$ cat src/rtl/clu_pkg.sv
`default_nettype none
// ----------------------------------------------------------------------------
// clu_pkg
// shared types and codes for the 8-bit cpu load unit
// ----------------------------------------------------------------------------
package clu_pkg;

   typedef enum logic [2:0] {
      OP_MOVE     = 3'd0,
      OP_LOAD     = 3'd1,
      OP_STORE    = 3'd2,
      OP_PAIR_IMM = 3'd3,
      OP_SP_HL    = 3'd4,
      OP_STORE_SP = 3'd5,
      OP_HL_SP_E  = 3'd6,
      OP_NOP      = 3'd7
   } op_type;

   typedef enum logic [2:0] {
      REG_A   = 3'd0,
      REG_B   = 3'd1,
      REG_C   = 3'd2,
      REG_D   = 3'd3,
      REG_E   = 3'd4,
      REG_H   = 3'd5,
      REG_L   = 3'd6,
      REG_IMM = 3'd7
   } reg_sel_type;

   typedef enum logic [1:0] {
      PAIR_BC = 2'd0,
      PAIR_DE = 2'd1,
      PAIR_HL = 2'd2,
      PAIR_SP = 2'd3
   } pair_type;

   typedef enum logic [2:0] {
      MODE_BC       = 3'd0,
      MODE_DE       = 3'd1,
      MODE_HL       = 3'd2,
      MODE_HL_INC   = 3'd3,
      MODE_HL_DEC   = 3'd4,
      MODE_IMM16    = 3'd5,
      MODE_HIGH_C   = 3'd6,
      MODE_HIGH_IMM = 3'd7
   } addr_mode_type;

   typedef enum logic [1:0] {
      BUS_NONE       = 2'd0,
      BUS_READ_BYTE  = 2'd1,
      BUS_WRITE_BYTE = 2'd2,
      BUS_WRITE_WORD = 2'd3
   } bus_kind_type;

   localparam int NUM_REGS = 7;
   localparam logic [7:0] HIGH_PAGE = 8'hFF;

   typedef logic [NUM_REGS-1:0][7:0] reg_file_type;

   typedef struct packed {
      op_type        op;
      reg_sel_type   dst_reg;
      reg_sel_type   src_reg;
      pair_type      reg_pair;
      addr_mode_type addr_mode;
      logic [15:0]   immediate;
      logic [7:0]    read_data;
   } item_type;

   typedef struct packed {
      bus_kind_type bus_kind;
      logic [15:0]  bus_address;
      logic [15:0]  bus_write_data;
      logic [15:0]  load_value;
      logic [3:0]   flags_value;
      logic [15:0]  hl_value;
      logic [15:0]  sp_value;
   } result_type;

endpackage
`default_nettype wire

$ cat src/rtl/clu_exec.sv
`default_nettype none
// ----------------------------------------------------------------------------
// clu_exec
// executes one load/move instruction against the register file, no storage
// ----------------------------------------------------------------------------
module clu_exec (
   input  clu_pkg::item_type     item,
   input  clu_pkg::reg_file_type cur_regs,
   input  logic [15:0]           cur_sp,
   input  logic [3:0]            cur_flags,
   output clu_pkg::reg_file_type next_regs,
   output logic [15:0]           next_sp,
   output logic [3:0]            next_flags,
   output clu_pkg::result_type   result
);
   import clu_pkg::*;

   logic [7:0]   src_byte;
   logic [15:0]  mode_addr;
   logic [15:0]  hl_cur;
   logic [15:0]  sp_ext_sum;
   logic [4:0]   half_sum;
   logic [8:0]   byte_sum;
   reg_file_type regs_w;
   result_type   res_w;
   logic         do_step;

   // source byte, code seven takes the low immediate byte
   always_comb begin
      if (item.src_reg == REG_IMM) begin
         src_byte = item.immediate[7:0];
      end else begin
         src_byte = cur_regs[item.src_reg];
      end
   end

   always_comb begin
      unique case (item.addr_mode)
         MODE_BC:       mode_addr = {cur_regs[REG_B], cur_regs[REG_C]};
         MODE_DE:       mode_addr = {cur_regs[REG_D], cur_regs[REG_E]};
         MODE_HL,
         MODE_HL_INC,
         MODE_HL_DEC:   mode_addr = {cur_regs[REG_H], cur_regs[REG_L]};
         MODE_IMM16:    mode_addr = item.immediate;
         MODE_HIGH_C:   mode_addr = {HIGH_PAGE, cur_regs[REG_C]};
         MODE_HIGH_IMM: mode_addr = {HIGH_PAGE, item.immediate[7:0]};
      endcase
   end

   // sp plus signed byte, half and full carry from the low byte
   assign sp_ext_sum = cur_sp + {{8{item.immediate[7]}}, item.immediate[7:0]};
   assign half_sum   = {1'b0, cur_sp[3:0]} + {1'b0, item.immediate[3:0]};
   assign byte_sum   = {1'b0, cur_sp[7:0]} + {1'b0, item.immediate[7:0]};

   always_comb begin
      regs_w               = cur_regs;
      next_sp              = cur_sp;
      next_flags           = cur_flags;
      res_w                = '0;
      res_w.bus_kind       = BUS_NONE;
      do_step              = 1'b0;

      unique case (item.op)
         OP_MOVE: begin
            if (item.dst_reg != REG_IMM) begin
               regs_w[item.dst_reg] = src_byte;
            end
            res_w.load_value = {8'h00, src_byte};
         end
         OP_LOAD: begin
            res_w.bus_kind    = BUS_READ_BYTE;
            res_w.bus_address = mode_addr;
            if (item.dst_reg != REG_IMM) begin
               regs_w[item.dst_reg] = item.read_data;
            end
            res_w.load_value = {8'h00, item.read_data};
            do_step          = 1'b1;
         end
         OP_STORE: begin
            res_w.bus_kind       = BUS_WRITE_BYTE;
            res_w.bus_address    = mode_addr;
            res_w.bus_write_data = {8'h00, src_byte};
            do_step              = 1'b1;
         end
         OP_PAIR_IMM: begin
            unique case (item.reg_pair)
               PAIR_BC: {regs_w[REG_B], regs_w[REG_C]} = item.immediate;
               PAIR_DE: {regs_w[REG_D], regs_w[REG_E]} = item.immediate;
               PAIR_HL: {regs_w[REG_H], regs_w[REG_L]} = item.immediate;
               PAIR_SP: next_sp = item.immediate;
            endcase
            res_w.load_value = item.immediate;
         end
         OP_SP_HL: begin
            next_sp          = {cur_regs[REG_H], cur_regs[REG_L]};
            res_w.load_value = {cur_regs[REG_H], cur_regs[REG_L]};
         end
         OP_STORE_SP: begin
            res_w.bus_kind       = BUS_WRITE_WORD;
            res_w.bus_address    = item.immediate;
            res_w.bus_write_data = cur_sp;
         end
         OP_HL_SP_E: begin
            {regs_w[REG_H], regs_w[REG_L]} = sp_ext_sum;
            next_flags       = {2'b00, half_sum[4], byte_sum[8]};
            res_w.load_value = sp_ext_sum;
         end
         OP_NOP: begin
         end
      endcase
   end

   // hl post step sees the register write of the same instruction
   always_comb begin
      next_regs = regs_w;
      hl_cur    = {regs_w[REG_H], regs_w[REG_L]};
      if (do_step && item.addr_mode == MODE_HL_INC) begin
         {next_regs[REG_H], next_regs[REG_L]} = hl_cur + 16'h0001;
      end else if (do_step && item.addr_mode == MODE_HL_DEC) begin
         {next_regs[REG_H], next_regs[REG_L]} = hl_cur - 16'h0001;
      end
      result             = res_w;
      result.flags_value = next_flags;
      result.hl_value    = {next_regs[REG_H], next_regs[REG_L]};
      result.sp_value    = next_sp;
   end

endmodule
`default_nettype wire

$ cat src/rtl/cpu_load_unit_8bit.sv
`default_nettype none
// ----------------------------------------------------------------------------
// cpu_load_unit_8bit
// load/move group of an 8-bit cpu, executed against its own register file
// ----------------------------------------------------------------------------
//
//  channel  dir  handshake             payload
//  req      in   req_tvalid/tready     instruction beat (req_tdata, 40 bits)
//  rsp      out  rsp_tvalid/tready     result beat (rsp_tdata, 88 bits)
//
//  one beat per cycle sustained while rsp is ready; a request beat that is
//  taken is held in the input register, then the execute logic feeds the
//  result register once that register is free or being drained
//  the register file is written as a beat leaves the input register, so the
//  next beat always sees the state left by the one before it
//  reset clears the register file, sp, flags and both valid flags
//  a stalled rsp holds its beat; the input register keeps taking a beat
//  while the result register is free or being drained
//
module cpu_load_unit_8bit (
   input  logic        clock,
   input  logic        reset,
   input  logic        req_tvalid,
   output logic        req_tready,
   // op[2:0] dst_reg[5:3] src_reg[8:6] reg_pair[10:9] addr_mode[13:11]
   // immediate[29:14] read_data[37:30] zero[39:38]
   input  logic [39:0] req_tdata,
   output logic        rsp_tvalid,
   input  logic        rsp_tready,
   // bus_kind[1:0] bus_address[17:2] bus_write_data[33:18] load_value[49:34]
   // flags_value[53:50] hl_value[69:54] sp_value[85:70] zero[87:86]
   output logic [87:0] rsp_tdata
);
   import clu_pkg::*;

   // input register
   item_type     item_ff;
   item_type     item_in;
   logic         item_valid_ff;
   logic         item_move;

   // architectural state
   reg_file_type regs_ff;
   reg_file_type regs_in;
   logic [15:0]  sp_ff;
   logic [15:0]  sp_in;
   logic [3:0]   flags_ff;
   logic [3:0]   flags_in;

   // result register
   result_type   result_ff;
   result_type   result_in;
   logic         rsp_valid_ff;

   // unpack the request beat
   assign item_in.op        = op_type'(req_tdata[2:0]);
   assign item_in.dst_reg   = reg_sel_type'(req_tdata[5:3]);
   assign item_in.src_reg   = reg_sel_type'(req_tdata[8:6]);
   assign item_in.reg_pair  = pair_type'(req_tdata[10:9]);
   assign item_in.addr_mode = addr_mode_type'(req_tdata[13:11]);
   assign item_in.immediate = req_tdata[29:14];
   assign item_in.read_data = req_tdata[37:30];

   // the held beat executes once the result register can take it
   assign item_move  = item_valid_ff && (!rsp_valid_ff || rsp_tready);
   assign req_tready = !item_valid_ff || item_move;

   clu_exec u_exec (
      .item       (item_ff),
      .cur_regs   (regs_ff),
      .cur_sp     (sp_ff),
      .cur_flags  (flags_ff),
      .next_regs  (regs_in),
      .next_sp    (sp_in),
      .next_flags (flags_in),
      .result     (result_in)
   );

   // input stage
   always_ff @(posedge clock) begin
      if (reset) begin
         item_valid_ff <= 1'b0;
      end else if (req_tready) begin
         item_valid_ff <= req_tvalid;
      end
   end

   always_ff @(posedge clock) begin
      if (req_tready && req_tvalid) begin
         item_ff <= item_in;
      end
   end

   // state update and result register
   always_ff @(posedge clock) begin
      if (reset) begin
         regs_ff      <= '0;
         sp_ff        <= '0;
         flags_ff     <= '0;
         rsp_valid_ff <= 1'b0;
      end else if (item_move) begin
         regs_ff      <= regs_in;
         sp_ff        <= sp_in;
         flags_ff     <= flags_in;
         rsp_valid_ff <= 1'b1;
      end else if (rsp_tready) begin
         rsp_valid_ff <= 1'b0;
      end
   end

   always_ff @(posedge clock) begin
      if (item_move) begin
         result_ff <= result_in;
      end
   end

   // pack the result beat
   assign rsp_tvalid       = rsp_valid_ff;
   assign rsp_tdata[1:0]   = result_ff.bus_kind;
   assign rsp_tdata[17:2]  = result_ff.bus_address;
   assign rsp_tdata[33:18] = result_ff.bus_write_data;
   assign rsp_tdata[49:34] = result_ff.load_value;
   assign rsp_tdata[53:50] = result_ff.flags_value;
   assign rsp_tdata[69:54] = result_ff.hl_value;
   assign rsp_tdata[85:70] = result_ff.sp_value;
   assign rsp_tdata[87:86] = 2'b00;

endmodule
`default_nettype wire
$ cat config.mk
export PLATFORM = sky130hd
export DESIGN_NAME = cpu_load_unit_8bit
export DESIGN_NICKNAME = d
export VERILOG_FILES = /design/src/rtl/clu_pkg.sv /design/src/rtl/clu_exec.sv /design/src/rtl/cpu_load_unit_8bit.sv
export SDC_FILE = /design/constraint.sdc
export NUM_CORES = 1
export LEC_CHECK = 0
export BUFFER_PORTS_ARGS = -buffer_cell sky130_fd_sc_hd__buf_4
export CAP_MARGIN = 0
export CORE_ASPECT_RATIO = 1.75
export CORE_UTILIZATION = 45
export DETAILED_ROUTE_END_ITERATION = 8
export SKIP_CTS_REPAIR_TIMING = 1
export SLEW_MARGIN = 20
export SYNTH_ARGS = -nofsm -noshare
export SYNTH_HDL_FRONTEND = slang
export SYNTH_SLANG_ARGS = --single-unit
export TNS_END_PERCENT = 30
$ cat constraint.sdc
create_clock -name clock -period 7.5 [get_ports clock]
set_clock_uncertainty 0.1 [all_clocks]
set_input_delay 1.5 -clock clock [delete_from_list [all_inputs] [get_ports clock]]
set_output_delay 1.5 -clock clock [all_outputs]
set_load 0.01 [all_outputs]
==> out/metrics.csv <==
metric,value,unit
outcome,"complete, no violations",
RSZ-0062 raised after global routing,false,
drt initial violations,871,
Placer Congestion,1.01,
pwr/cell area,208,nW/µm²
clock buffer depth,3,
register-to-register path setup slack,2.74,ns
clk slew on worst S/H paths,0.06,ns
Max IR drop VDD,172,µV
effective utilization at floorplan,46.2,%
core area,24700,µm²
hold crit path type,reg -> reg,
TNS Setup,0,ns
crit start category,flop,
Mapped Area,11400,µm²
largest net degree at the start of global routing,79,
worst skew pair latency,0.52,ns
post-synthesis register bit count,202,
Total GRT Usage,34.9,%
DRC viols,0,
IO Count,134,
Final Hold Vio Count,0,
Mapped Cells,1203,
clk root buf,clkbuf_16,
final-stage net count,1355,
clock sink count,202,
Pleak,5.04,nW
"EDFF count, synth",124,
drt via density,6.57,
DP HPWL,33.4,mm
Avg Inst Size Synth,9.49,µm²
Final Max Slew Viols,0,
I/O Buffers,129,
initial antenna violation count,1,
row cnt,76,
fraction of final layout cells sized beyond drive strength 1,16.4,%
wire per inst,27.7,µm
total placed cells including tap cells,1583,
vias in the first global route,10450,
max frequency,210,MHz
Final Cycle Share,63.5,%
Total Power,2.75,mW
number of nets still failing antenna checks after routing,0,
predominant post-synthesis flop cell,edfxtp_1,
"most common cell after layout, fill and taps aside",nand2_1,
total number of vias,10639,
Worst setup EP type,flop,
Die ar.,26000,µm²
area grow syn2layout,15.8,%
overall die height,213,µm
first-pass GRT wire length,65.1,mm
final setup fails,0,
register area share after synthesis,46.3,%
final wirelength,44.9,mm
CP Class,reg -> reg,
Least-Margin Pin Slew,0.989,ns
slew margin rel.,33.6,%
most frequent cells in the layout,"nand2_1 (150), buf_4 (144), edfxtp_1 (124), a21oi_1 (108), nor2_1 (86)",
TritonCTS clock tree,yes,
# Max-Cap Violations,0,
min Tclk post-route,4.76,ns
worst-path maximum fanout,30,
"Arr. time, crit path",4.89,ns
synth unique cells,86,
Synth Warn #,0,
Die W,122,µm
Layout fillers,2320,
CP Data Required Time,7.62,ns
Max H-tree Level,1,
Inserted Clock Buffers,20,
gr ovfl total,0,
Finished Layout Cells,1620,
asr flop ratio synth,0,%
drt pass-1 iters,8,
==> layer usage <==
metal / up-vias / part of all wire, % / GRT usage, %
met5: - / 0 / 0
met4: 0 / 9.5 / 30.2
met3: 194 / 6.5 / 4.89
met2: 553 / 50 / 60.4
met1: 5143 / 34 / 36.6
li1: 4749 / - / -
==> registers in the layout, summed over array words and instances, names as in the netlist <==
| name | count |
|---|---|
| sp_ff | 16 |
| rsp_tdata | 86 |
| item_valid_ff | 1 |
| flags_ff | 4 |
| regs_ff | 56 |
| item_ff | 38 |
| rsp_tvalid | 1 |
==> final timing paths <==
kind	start	endpoint	depth (start not counted)
max	item_ff[36]	rsp_tdata[69]	10
min	flags_ff[3]	flags_ff[3]	1
max reg2reg	item_ff[36]	rsp_tdata[69]	10
min reg2reg	flags_ff[3]	flags_ff[3]	1
==> cells by family after synthesis <==
group | count (synthesis) | synth area share (%)
compound gates | 384 | 23.7
xor+xnor | 23 | 1.76
fa+ha+maj | 18 | 2.04
buf+inv | 98 | 3.91
flops | 202 | 46.3
mux | 37 | 3.34
other cells | 1 | 0.0328
simple gates | 440 | 18.9
==> critical path: stages (launching register included) <==
cell	delay (ns)
edfxtp_1	0.32
buf_4	0.34
nor2b_1	0.56
xnor2_1	0.45
o2111ai_1	0.40
o21ai_0	0.76
nand2_1	0.26
nor3_1	0.51
nand2_1	0.10
o32ai_1	0.51
xnor2_1	0.14
==> layout make-up <==
cell class / instances / area [µm²] / area share [%]
Clock buffer: 25 / 551 / 4.16
Sequential cell: 202 / 5290 / 40.0
Timing Repair Buffer: 144 / 1080 / 8.18
Multi-Input combinational cell: 904 / 5700 / 43.1
Inverter: 21 / 81.3 / 0.615
Clock inverter: 11 / 133 / 1.00
Antenna cell: 1 / 2.50 / 0.0189
Tap cell: 312 / 390 / 2.95
==> cell usage after synthesis, types with 15 or more instances <==
cell	instances	area, µm²
nand3_1	37	185
nor3_1	46	230
o21ai_0	65	325
a221o_1	22	220
a21oi_1	109	546
edfxtp_1	124	3720
a22o_1	22	193
buf_2	15	75.1
mux2i_1	28	280
nand2_1	150	563
clkbuf_1	49	184
dfxtp_1	78	1560
and2_1	27	169
inv_1	20	75.1
ha_1	17	213
a22oi_1	26	195
nor2_1	86	323
==> metrics by stage <==
step | worst slack (ns) | hold slack [ns] | cell area [µm²] | utilization, %
final | 2.74 | 0.376 | 13200 | 53.5
after global routing | 2.52 | 0.389 | 13200 | 53.5
after CTS | 2.91 | 0.376 | 13200 | 53.5
after detailed placement | 2.80 | 0.369 | 12500 | 50.7
after global placement | 2.81 | 0.358 | 12500 | 50.7
after floorplan | 2.26 | 0.352 | 11400 | -
==> power breakdown <==
part	internal (mW)	leakage, nW	switching (mW)
Sequential	1.23	1.81	0.0567
Clock	0.626	0.335	0.432
Combinational	0.140	2.89	0.259
Power figures use the tool's default switching activity.
